## src/hdl/vwd_pkg.sv

```systemverilog
// Shared types and constants for the vertex weld block.
// Used by every module under hdl; depends on nothing.
package vwd_pkg;

  localparam int MAX_VERTS  = 4096;
  localparam int HASH_SLOTS = 8192;
  localparam int VIDX_W     = 12;   // vertex number width
  localparam int VCNT_W     = 13;   // vertex count width, holds MAX_VERTS
  localparam int SLOT_W     = 13;   // hash slot address width
  localparam int EPOCH_W    = 8;    // table generation tag

  localparam logic [31:0]        NEG_ZERO  = 32'h8000_0000;
  localparam logic [SLOT_W-1:0]  HASH_K    = SLOT_W'(32'h9e37_79b1);
  localparam logic [EPOCH_W-1:0] EPOCH_MAX = '1;
  localparam logic [EPOCH_W-1:0] EPOCH_SWEPT = '0;
  localparam logic [EPOCH_W-1:0] EPOCH_START = EPOCH_W'(1);

  typedef struct packed {
    logic [31:0] corner0_x;
    logic [31:0] corner0_y;
    logic [31:0] corner0_z;
    logic [31:0] corner1_x;
    logic [31:0] corner1_y;
    logic [31:0] corner1_z;
    logic [31:0] corner2_x;
    logic [31:0] corner2_y;
    logic [31:0] corner2_z;
    logic        first_of_mesh;
    logic        last_of_mesh;
  } tri_in_t;

  typedef struct packed {
    logic [VIDX_W-1:0] index0;
    logic [VIDX_W-1:0] index1;
    logic [VIDX_W-1:0] index2;
    logic [2:0]        new_mask;
    logic              kept;
    logic [VCNT_W-1:0] vertex_total;
    logic              table_full;
    logic              mesh_empty;
    logic              last_out;
  } tri_out_t;

  typedef struct packed {
    logic [31:0] x;
    logic [31:0] y;
    logic [31:0] z;
  } corner_key_t;

  // One classified triangle handed from front to back
  typedef struct packed {
    corner_key_t [2:0]       key;
    logic [2:0][SLOT_W-1:0]  hash;
    logic                    first;
    logic                    last;
  } work_t;

  typedef struct packed {
    logic [EPOCH_W-1:0] epoch;
    logic [VIDX_W-1:0]  vertex;
  } slot_t;

  // Fold negative zero onto positive zero
  function automatic logic [31:0] norm_word(input logic [31:0] w);
    norm_word = (w == NEG_ZERO) ? 32'h0 : w;
  endfunction

endpackage

```

## src/hdl/vwd_queue.sv

```systemverilog
// Two-entry queue between the front and back parts.
// Depends on vwd_pkg.
module vwd_queue (
  input  logic           clk,
  input  logic           rst,
  input  logic           push,
  input  vwd_pkg::work_t push_data,
  output logic           full,
  input  logic           pop,
  output logic           empty,
  output vwd_pkg::work_t head
);

  vwd_pkg::work_t entry [2];
  logic           wptr;
  logic           rptr;
  logic [1:0]     count;

  assign full  = (count == 2'd2);
  assign empty = (count == 2'd0);
  assign head  = entry[rptr];

  always_ff @(posedge clk) begin
    if (push) begin
      entry[wptr] <= push_data;
    end
  end

  // Advance pointers and occupancy
  always_ff @(posedge clk) begin
    if (rst) begin
      wptr  <= 1'b0;
      rptr  <= 1'b0;
      count <= 2'd0;
    end else begin
      if (push) wptr <= ~wptr;
      if (pop)  rptr <= ~rptr;
      unique case ({push, pop})
        2'b10:   count <= count + 2'd1;
        2'b01:   count <= count - 2'd1;
        default: count <= count;
      endcase
    end
  end

endmodule

```

## config.mk

```make
export PLATFORM = sky130hd
export DESIGN_NAME = vwd_queue
export DESIGN_NICKNAME = d
export VERILOG_FILES = /design/src/hdl/vwd_pkg.sv /design/src/hdl/vwd_queue.sv
export SDC_FILE = /design/constraint.sdc
export NUM_CORES = 1
export LEC_CHECK = 0
export ABC_AREA = 1
export ABC_CLOCK_PERIOD_IN_PS = 32800
export BUFFER_PORTS_ARGS = -buffer_cell sky130_fd_sc_hd__buf_4
export CAP_MARGIN = 20
export CORE_AREA = 8 8 251 253
export CTS_BUF_LIST = sky130_fd_sc_hd__clkbuf_2 sky130_fd_sc_hd__clkbuf_4 sky130_fd_sc_hd__clkbuf_8
export DETAILED_ROUTE_END_ITERATION = 7
export DIE_AREA = 0 0 259 261
export PLACE_DENSITY_LB_ADDON = 0.05
export SYNTH_ARGS = -nofsm -noshare
export SYNTH_HDL_FRONTEND = slang
export SYNTH_SLANG_ARGS = --single-unit
```

## constraint.sdc

```tcl
create_clock -name clk -period 32.8 [get_ports clk]
set_clock_uncertainty 0.1 [all_clocks]
set_input_delay 4.92 -clock clk [delete_from_list [all_inputs] [get_ports clk]]
set_output_delay 4.92 -clock clk [all_outputs]
set_load 0.03 [all_outputs]
```

==> run_results.csv <==
group,metric,value,unit
run_status,outcome,"complete, no violations",
detailed_routing,dr.first_iter.drc_count,547,
placement,dpl-instance-area,0.0309,mm2
clock_network,worstSkewPairLatency,0.66,ns
setup_path,worst_path_largest_cell_delay,0.91,ns
yosys,ys_types,17,
clock_network,tritoncts_num_sinks,663,
yosys,synthesis.yosys.warnings,0,
die,io_pins,664,
yosys,synth_area,0.0255,mm2
die,die_span_y,261,um
setup_path,timing.critical_path.from_type,"flop",
layout,final_common_cell,"sky130_fd_sc_hd__buf_4",
setup_path,crit_path_frequent_cell,"sky130_fd_sc_hd__buf_4",
setup_path,reg2reg_depth,4,
layout,fillers,4668,
die,fp-row-count,90,
clock_network,cts_hold_buf,0,
setup_path,worst_ep_required_time,27.78,ns
pwr,power.static_leakage,13.0,nW
timing,finalCriticalPeriod,9.09,ns
timing,setup_viol,0,
layout,area_delta_synth_final,29.4,%
placement,place_hpwl,48.3,mm
die,die_ar,0.0676,mm2
detailed_routing,detail_route.first_pass.iterations,5,
timing,timing_hold_violations_final,0,
pwr,total_power,2.02,mW
layout,post-route-util,0.557,
detailed_routing,route.detailed.drc,0,
global_route,grt_util_all_layers,0.190,
die,initial_utilization,0.430,
layout,layout-drive-gt1-share,0.622,
global_route,grt_pass1_vias,13600,
clock_network,ctsLongestPathBuffers,3,
detailed_routing,detail_route.vias_per_cell,4.75,
detailed_routing,routed_wl,67.4,mm
placement,numPlacedInstances,2475,
layout,multiInputGateArea,0.00495,mm2
timing,clock.fmax,110,MHz
setup_path,worst-path-buf-inv,3,
setup_path,timing.setup.critical_path_class,"flop to primary output",
layout,seqCellArea,0.0199,mm2
die,core_area,0.0593,mm2
setup_path,critical_path.max_fanout,56,
setup_path,worstSetupEndpointType,"primary output",
global_route,grt_antenna_before_repair,13,
timing,slew_violations,0,
worst_hold_path,hold_path_depth,2,
pwr,areal_power_density_over_the_cells,61.2,mW/mm2
layout,postLayoutCellArea,0.0330,mm2
flow_run,drv_cap,0,
layout,finish.net_count,2138,
clock_network,worst_setup_hold_path_clk_slew,0.06,ns
setup_path,critical-path-slowest-cell,"sky130_fd_sc_hd__buf_4",
pwr,ir_worst_vdd,0.0386,mV
detailed_routing,vias,12700,
clock_network,post_cts.resized_instances,0,
clock_network,cts_tree,"yes",
yosys,mappedNetlistNets,1391,
clock_network,htree_levels,3,
worst_hold_path,hold_path_class,"flop to flop",
setup_path,path_cells,"buf_4 > buf_4 > mux2_2 > buf_4",
detailed_routing,ant_nets,0,
placement,io_buffers,663,
clock_network,postCtsSetupBuffers,0,
clock_network,ctsRootBufferMaster,"sky130_fd_sc_hd__clkbuf_8",
yosys,syn_area_per_cell,24.2,um2
layout,final-instance-count-excl-fill,2683,
layout,mostFrequentLayoutCells,"sky130_fd_sc_hd__buf_4 (671), sky130_fd_sc_hd__edfxtp_1 (658), sky130_fd_sc_hd__mux2_4 (303), sky130_fd_sc_hd__clkbuf_8 (114), sky130_fd_sc_hd__clkbuf_4 (45)",
die,dieWidth,259,um
detailed_routing,avgRoutedWirePerCell,25.1,um
timing,post-route-period-util,0.277,
setup_path,worstSetupPathDepth,4,
global_route,grt_max_degree,164,
clock_network,cts_buffers,109,
yosys,synth_register_bits,663,
setup_path,crit_family,"buffers and inverters",
timing,final.setup.tns,0,ns
timing,maxSlewHeadroom,0.248,
placement,gpl.final_weighted_congestion,0.803,
yosys,synth_seq_area_share,0.778,
global_route,grt_first_pass_wirelength,93.0,mm
yosys,postSynthCellCount,1057,
timing,unrepaired_setup_endpoints_after_global_routing,"false",
global_route,grt.overflow.total,0,
timing,tightestPinTransition,1.13,ns
setup_path,worstPathArrival,4.07,ns
## cell usage after synthesis, drive strengths merged
cell type / n / area, um2
nand4: 1 / 6.26
ha: 1 / 12.5
buf: 37 / 703
nand2: 5 / 18.8
nor2: 10 / 37.5
nor3: 1 / 5.00
edfxtp: 658 / 19800
mux2: 329 / 4840
dfxtp: 5 / 100
a21oi: 1 / 5.00
xnor2: 1 / 8.76
o21ai: 1 / 5.00
inv: 7 / 26.3
## final cells by class
class,count,share of cell area
sequential,663,0.601
timing repair buffer,673,0.154
multi-input combinational,350,0.150
clock buffer,159,0.0577
tap,782,0.0296
clock inverter,44,0.00678
inverter,7,0.00102
antenna,5,0.000379
## path summary, 6_finish.rpt
check / startpoint / to / slack, ns
min reg2reg: rptr$_SDFFE_PP0P_ / rptr$_SDFFE_PP0P_ / 0.42
min: rptr$_SDFFE_PP0P_ / rptr$_SDFFE_PP0P_ / 0.42
max: flop / head[314] / 23.71
max reg2reg: wptr$_SDFFE_PP0P_ / entry[1][88]$_DFFE_PP_ / 29.14
## tightest hold or removal path, stage by stage, from the launching register on
cell and delay [ns]:
sky130_fd_sc_hd__dfxtp_1 0.32, sky130_fd_sc_hd__xnor2_1 0.09, sky130_fd_sc_hd__nor2_1 0.08
## metal layers
metal,routed length [um],vias up,track usage
met5,99,-,0
met4,1570,16,0.0661
met3,6090,95,0.0772
met2,35500,469,0.336
met1,24100,6425,0.205
li1,-,5730,-
## state kept, by name, indices dropped and copies added, names as in the netlist, named ones only
register / cells
count: 2
wptr: 1
rptr: 1
entry: 658
## cell families after synthesis
| logic type | share of synthesized area |
|---|---|
| XOR/XNOR | 0.000343 |
| AO/OA/AOI/OAI | 0.000392 |
| flip-flops | 0.778 |
| multiplexers | 0.190 |
| AND/OR/NAND/NOR | 0.00265 |
| buffers and inverters | 0.0286 |
| adder cells (fa/ha/maj) | 0.000490 |
## power breakdown
part / switching, mW / total (mW) / internal (mW)
clock: 0.316 / 0.695 / 0.380
sequential: 0.0134 / 0.997 / 0.984
combinational: 0.184 / 0.330 / 0.146
total: 0.513 / 2.02 / 1.51
## stage by stage
step	hold slack [ns]	setup WS, ns
after CTS	0.418	23.56
final	0.416	23.71
after detailed placement	0.399	24.33
after global placement	0.393	24.34
after global routing	0.475	23.47
after floorplan	0.380	12.92
Note: power is estimated with default switching activity, not from simulation.
