<file path="src/hdl/vwd_pkg.sv">
// Shared types and constants for the vertex weld block.
// Used by every module under hdl; depends on nothing.
package vwd_pkg;

  localparam int MAX_VERTS  = 4096;
  localparam int HASH_SLOTS = 8192;
  localparam int VIDX_W     = 12;   // vertex number width
  localparam int VCNT_W     = 13;   // vertex count width, holds MAX_VERTS
  localparam int SLOT_W     = 13;   // hash slot address width
  localparam int EPOCH_W    = 8;    // table generation tag

  localparam logic [31:0]        NEG_ZERO  = 32'h8000_0000;
  localparam logic [SLOT_W-1:0]  HASH_K    = SLOT_W'(32'h9e37_79b1);
  localparam logic [EPOCH_W-1:0] EPOCH_MAX = '1;
  localparam logic [EPOCH_W-1:0] EPOCH_SWEPT = '0;
  localparam logic [EPOCH_W-1:0] EPOCH_START = EPOCH_W'(1);

  typedef struct packed {
    logic [31:0] corner0_x;
    logic [31:0] corner0_y;
    logic [31:0] corner0_z;
    logic [31:0] corner1_x;
    logic [31:0] corner1_y;
    logic [31:0] corner1_z;
    logic [31:0] corner2_x;
    logic [31:0] corner2_y;
    logic [31:0] corner2_z;
    logic        first_of_mesh;
    logic        last_of_mesh;
  } tri_in_t;

  typedef struct packed {
    logic [VIDX_W-1:0] index0;
    logic [VIDX_W-1:0] index1;
    logic [VIDX_W-1:0] index2;
    logic [2:0]        new_mask;
    logic              kept;
    logic [VCNT_W-1:0] vertex_total;
    logic              table_full;
    logic              mesh_empty;
    logic              last_out;
  } tri_out_t;

  typedef struct packed {
    logic [31:0] x;
    logic [31:0] y;
    logic [31:0] z;
  } corner_key_t;

  // One classified triangle handed from front to back
  typedef struct packed {
    corner_key_t [2:0]       key;
    logic [2:0][SLOT_W-1:0]  hash;
    logic                    first;
    logic                    last;
  } work_t;

  typedef struct packed {
    logic [EPOCH_W-1:0] epoch;
    logic [VIDX_W-1:0]  vertex;
  } slot_t;

  // Fold negative zero onto positive zero
  function automatic logic [31:0] norm_word(input logic [31:0] w);
    norm_word = (w == NEG_ZERO) ? 32'h0 : w;
  endfunction

endpackage

</file>
<file path="src/hdl/vwd_front.sv">
// Front part: accepts triangles, normalises keys and hashes all three corners.
// Depends on vwd_pkg.
module vwd_front (
  input  logic            clk,
  input  logic            rst,
  input  logic            tri_valid,
  output logic            tri_stall,
  input  vwd_pkg::tri_in_t tri_data,
  output logic            push,
  output vwd_pkg::work_t  push_data,
  input  logic            q_full
);

  typedef enum logic [2:0] {
    F_IDLE = 3'b001,
    F_MIX  = 3'b010,
    F_PUSH = 3'b100
  } fstate_t;

  fstate_t                            state, state_next;
  vwd_pkg::work_t                     work;
  logic [2:0][vwd_pkg::SLOT_W-1:0]    part;
  logic [2:0][2*vwd_pkg::SLOT_W-1:0]  prod_a;
  logic [2:0][2*vwd_pkg::SLOT_W-1:0]  prod_b;
  logic                               accept;

  assign tri_stall = (state != F_IDLE);
  assign accept    = tri_valid && !tri_stall;

  // Multiply stages of the hash, only low slot bits matter
  always_comb begin
    for (int c = 0; c < 3; c++) begin
      prod_a[c] = {{vwd_pkg::SLOT_W{1'b0}}, work.key[c].x[vwd_pkg::SLOT_W-1:0]} *
                  {{vwd_pkg::SLOT_W{1'b0}}, vwd_pkg::HASH_K};
      prod_b[c] = {{vwd_pkg::SLOT_W{1'b0}}, part[c]} *
                  {{vwd_pkg::SLOT_W{1'b0}}, vwd_pkg::HASH_K};
    end
  end

  always_comb begin
    push_data = work;
    for (int c = 0; c < 3; c++) begin
      push_data.hash[c] = prod_b[c][vwd_pkg::SLOT_W-1:0] +
                          work.key[c].z[vwd_pkg::SLOT_W-1:0];
    end
  end

  assign push = (state == F_PUSH) && !q_full;

  always_comb begin
    state_next = state;
    unique case (state)
      F_IDLE: if (accept) state_next = F_MIX;
      F_MIX:  state_next = F_PUSH;
      F_PUSH: if (!q_full) state_next = F_IDLE;
      default: state_next = F_IDLE;
    endcase
  end

  always_ff @(posedge clk) begin
    if (rst) begin
      state <= F_IDLE;
    end else begin
      state <= state_next;
    end
  end

  // Capture normalised keys, then the first mix step
  always_ff @(posedge clk) begin
    if (accept) begin
      work.key[0] <= '{vwd_pkg::norm_word(tri_data.corner0_x),
                       vwd_pkg::norm_word(tri_data.corner0_y),
                       vwd_pkg::norm_word(tri_data.corner0_z)};
      work.key[1] <= '{vwd_pkg::norm_word(tri_data.corner1_x),
                       vwd_pkg::norm_word(tri_data.corner1_y),
                       vwd_pkg::norm_word(tri_data.corner1_z)};
      work.key[2] <= '{vwd_pkg::norm_word(tri_data.corner2_x),
                       vwd_pkg::norm_word(tri_data.corner2_y),
                       vwd_pkg::norm_word(tri_data.corner2_z)};
      work.hash   <= '0;
      work.first  <= tri_data.first_of_mesh;
      work.last   <= tri_data.last_of_mesh;
    end
    if (state == F_MIX) begin
      for (int c = 0; c < 3; c++) begin
        part[c] <= prod_a[c][vwd_pkg::SLOT_W-1:0] + work.key[c].y[vwd_pkg::SLOT_W-1:0];
      end
    end
  end

endmodule

</file>
<file path="config.mk">
export PLATFORM = sky130hd
export DESIGN_NAME = vwd_front
export DESIGN_NICKNAME = d
export VERILOG_FILES = /design/src/hdl/vwd_pkg.sv /design/src/hdl/vwd_front.sv
export SDC_FILE = /design/constraint.sdc
export NUM_CORES = 1
export LEC_CHECK = 0
export BUFFER_PORTS_ARGS = -buffer_cell sky130_fd_sc_hd__buf_2
export CAP_MARGIN = 40
export CORE_AREA = 10 10 232 234
export CTS_BUF_LIST = sky130_fd_sc_hd__clkbuf_4 sky130_fd_sc_hd__clkbuf_8
export CTS_CLUSTER_SIZE = 24
export DETAILED_ROUTE_END_ITERATION = 12
export DIE_AREA = 0 0 242 244
export PLACE_DENSITY = 0.73
export REMOVE_ABC_BUFFERS = 1
export SLEW_MARGIN = 10
export SYNTH_ARGS = -nofsm -noshare
export SYNTH_HDL_FRONTEND = slang
export SYNTH_SLANG_ARGS = --single-unit
</file>
<file path="constraint.sdc">
create_clock -name clk -period 31.4 [get_ports clk]
set_clock_uncertainty 0.05 [all_clocks]
set_input_delay 3.14 -clock clk [delete_from_list [all_inputs] [get_ports clk]]
set_output_delay 3.14 -clock clk [all_outputs]
set_load 0.02 [all_outputs]
</file>
==> implementation parameters <==
Parameter                              Value

Setup path
  Class of the most critical setup path    reg2out
  CP delay by family, top    adder cells
  Crit-path max FO    4
  Launching element of the worst setup path    part[18]
  Crit. path cell count    14
  Type of destination of the critical path    output port
  Data arrival, critical path    4.97 ns
  Endpoint of the worst setup timing path    push_data[26]
  Ordered cell list for the critical path    ha_1 -> inv_1 -> fa_1 -> fa_1 -> inv_1 -> fa_1 -> inv_1 -> fa_1 -> inv_1 -> ha_1 -> ha_1 -> o41ai_1 -> xnor2_1 -> buf_2
  CP max stage cell    fa_1
  Sum of buffers and inverters on the critical path    5
  Worst endpoint required time    approximately 28 ns
  Worst r2r src    push_data[111]
  Delay of the slowest cell on the worst path    ~0.55 ns
  Destination of the worst register-to-register timing path    part[12]
  Cell depth of the worst flop-to-flop path    13
  Flop-to-flop setup slack    between 20 and 30 ns
  Kind of launch point of the worst setup path    flip-flop

Route
  DRC    0
  Violation count after the first detailed-route iteration    between 600 and 700
  Total Wirelength    between 60 and 70 mm
  Wirelength per Cell    between 20 and 25 µm
  Routed Antenna Nets    0
  Initial DRT Pass Iterations    5
  Routed via count    approximately 14000
  Vias/cell    approximately 4.8

STA
  Worst slew margin relative to its limit    a little under half
  Final worst path period share    between 20% and 30%
  Sum Neg Setup Slack    0 ns
  Worst-Margin Slew    about 0.8 ns
  Min Tclk post-route    roughly 8 ns
  Final setup violating endpoints    0
  RSZ-0062 raised after global routing    false
  Final max-slew violation count    0
  Hold Fails Final Rpt    0
  Max Fclk    ~120 MHz

Placed design
  Cell area after placement    roughly 24000 µm²
  Final HPWL from detailed placement    54.0 mm
  Port Buf Inserts    between 600 and 700
  Global placer's final weighted congestion    about 0.93

Floorplanning
  Count of boundary I/O pins    approximately 630
  Starting Density    42.9%
  Number of standard-cell rows in the floorplan    a little over 80
  Die Area    59000 µm²
  Overall die height    244 µm
  Core region area    slightly below 50000 µm²
  Die outline width    around 240 µm

Global routing
  Antenna violations before repair    11
  Via count of the first global-routing pass    approximately 15000
  Total overflow reported by the global router    0
  Maximum number of pins on one net before global-route repair    69
  GRT Util Overall    ~20%
  Global-route wire length before repair    ~93 mm

Logic synthesis
  Share of the synthesized area in the top cell type    approximately 47%
  Flops & latches, synth    between 300 and 400
  Mean instance size in the synthesized netlist    ~12 µm²
  Top cell type by total area after synthesis    edfxtp_1
  Share of synthesized area occupied by flip-flops and latches    46.8%
  Top cells by area, synth    edfxtp_1 47%, ha_1 20%, fa_1 12%
  Number of distinct library cells after synthesis    35
  Post-synthesis cell area    roughly 21000 µm²
  Synth warnings    0
  Synthesized netlist cell count    1708

Clocking
  Hold-fix buffers, CTS    0
  Clock latency on the worst-skew pair    0.63 ns
  Setup fix buffers added after clock tree synthesis    0
  # H-tree levels    2
  Number of cells upsized or downsized after cts    0
  Worst-path clk slew    0.06 ns
  Clock tree from TritonCTS    yes
  CTS sink cnt    332
  Clock buffers created by TritonCTS    56
  Clock root buffer    clkbuf_8
  Max Buffers Root-to-Sink    3

Power
  Net switching power    around 710 µW
  Maximum ir drop on the vdd rail    ~0.057 mV
  Relative contribution of the clock network to total power    21.4%
  Combinational group share of total power    between 40% and 50%
  Share of total power in sequential cells    30.8%
  Switching power share of the total    between 30% and 40%
  Internal Power    1.14 mW
  Static leakage    roughly 12 nW
  P per Cell Area    a little over 70 nW/µm²

Finish
  Synth-to-layout area growth    19.7%
  Area of combinational cells with multiple inputs    ~9200 µm²
  Layout Cell Area excl Fill    around 25000 µm²
  Sequential cell area    between 9000 and 10000 µm²
  Number of nets in the layout    2874
  Fillcell total    4358
  Layout cells sized above 1    roughly a third

Job
  Max_cap viols    0

Min path
  Hold Path Class    reg2reg

Outcome
  Outcome    finished, final reports clean
sequential cells by signal, summed over array words and instances, names as in the netlist:
| register | flops |
|---|---|
| state | 3 |
| part | 39 |
| push_data | 290 |
per-layer routing:
layer,up-vias,part of all wire (%),global-route usage (%)
li1,6405,-,-
met1,6758,39,23.8
met2,428,53,37.7
met3,72,6.4,5.21
met4,2,1.6,4.51
met5,-,0.014,0
cells in the mapped netlist:
cell / count
o41ai_1: 5
o21ai_0: 9
ha_1: 336
or2_2: 1
and3b_1: 1
nand2b_1: 1
a21oi_1: 16
nor4b_1: 10
o311ai_1: 1
o2bb2ai_1: 1
nor3_1: 12
clkbuf_1: 279
or4_1: 1
mux2i_1: 1
nor2_1: 28
edfxtp_1: 329
nand3b_1: 1
o21bai_1: 1
nand2_1: 18
a21o_1: 10
inv_1: 282
o21a_1: 9
o21ai_1: 1
a2bb2oi_1: 3
nor2b_1: 13
fa_1: 126
a21boi_0: 2
xor2_1: 17
nand4_1: 18
nor4_1: 63
a21oi_2: 1
or3b_2: 1
xnor2_1: 107
dfxtp_1: 3
a211oi_2: 1
layout make-up:
| cell class | instances | share of cell area, % |
|---|---|---|
| Sequential cell | 332 | 39.1 |
| Multi-Input combinational cell | 815 | 36.2 |
| Timing Repair Buffer | 631 | 12.7 |
| Inverter | 282 | 4.17 |
| Clock buffer | 73 | 3.63 |
| Tap cell | 672 | 3.31 |
| Clock inverter | 23 | 0.837 |
| Antenna cell | 2 | 0.0197 |
power groups by stage:
stage / combinational (mW) / clock [mW] / sequential [mW]
floorplan: 0.582 / 0 / 0.618
global placement: 0.869 / 0 / 0.577
detailed placement: 0.896 / 0 / 0.577
CTS: 0.902 / 0.406 / 0.569
global route: 0.994 / 0.424 / 0.571
finish: 0.884 / 0.395 / 0.568
stage by stage:
stage / cells / setup slack (ns) / power (mW) / util, % / hold WS [ns]
final: 2830 / 23.24 / 1.85 / 51.4 / 0.477
after global routing: 2829 / 22.97 / 1.99 / 51.4 / 0.501
after CTS: 2828 / 23.17 / 1.88 / 51.4 / 0.468
after detailed placement: 2732 / 23.86 / 1.47 / 49.1 / 0.458
after global placement: 2729 / 23.93 / 1.45 / 48.9 / 0.436
after floorplan: 1429 / 15.30 / 1.20 / - / 0.413
cell usage in the layout (no fill, tap or decap), drive strengths merged, types with 13 or more instances in the layout:
| master | n |
|---|---|
| nor2 | 28 |
| clkbuf | 73 |
| clkinv | 15 |
| edfxtp | 329 |
| nor2b | 13 |
| fa | 126 |
| nor4 | 63 |
| nand4 | 18 |
| inv | 284 |
| a21oi | 17 |
| xnor2 | 107 |
| nand2 | 18 |
| ha | 336 |
| buf | 631 |
| xor2 | 17 |
worst min-delay path by stage:
stage / start / endpoint / slack, ns / depth (start not counted)
floorplan: state[0] / state[2] / 0.41 / 1
global placement: state[0] / state[2] / 0.44 / 1
detailed placement: state[0] / state[2] / 0.46 / 1
CTS: state[0] / state[2] / 0.47 / 1
global route: state[0] / state[2] / 0.50 / 1
finish: state[0] / state[2] / 0.48 / 1
worst reg2reg max path: cells and delay by family, from the launching register on:
kind,cells,cell delay [ns]
xor+xnor,5,1.08
fa+ha+maj,6,2.60
flops,1,0.50
buf+inv,2,0.10
cell families (layout without fill, tap and decap cells):
logic type / count (synthesis) / in the layout / synth area share [%]
buf+inv: 561 / 1009 / 9.92
fa+ha+maj: 462 / 462 / 31.7
flops: 332 / 332 / 46.8
simple gates: 168 / 168 / 4.49
xor+xnor: 124 / 124 / 5.12
compound gates: 60 / 60 / 1.90
mux: 1 / 1 / 0.0472
other cells: 0 / 2 / 0
Power figures use the tool's default switching activity.
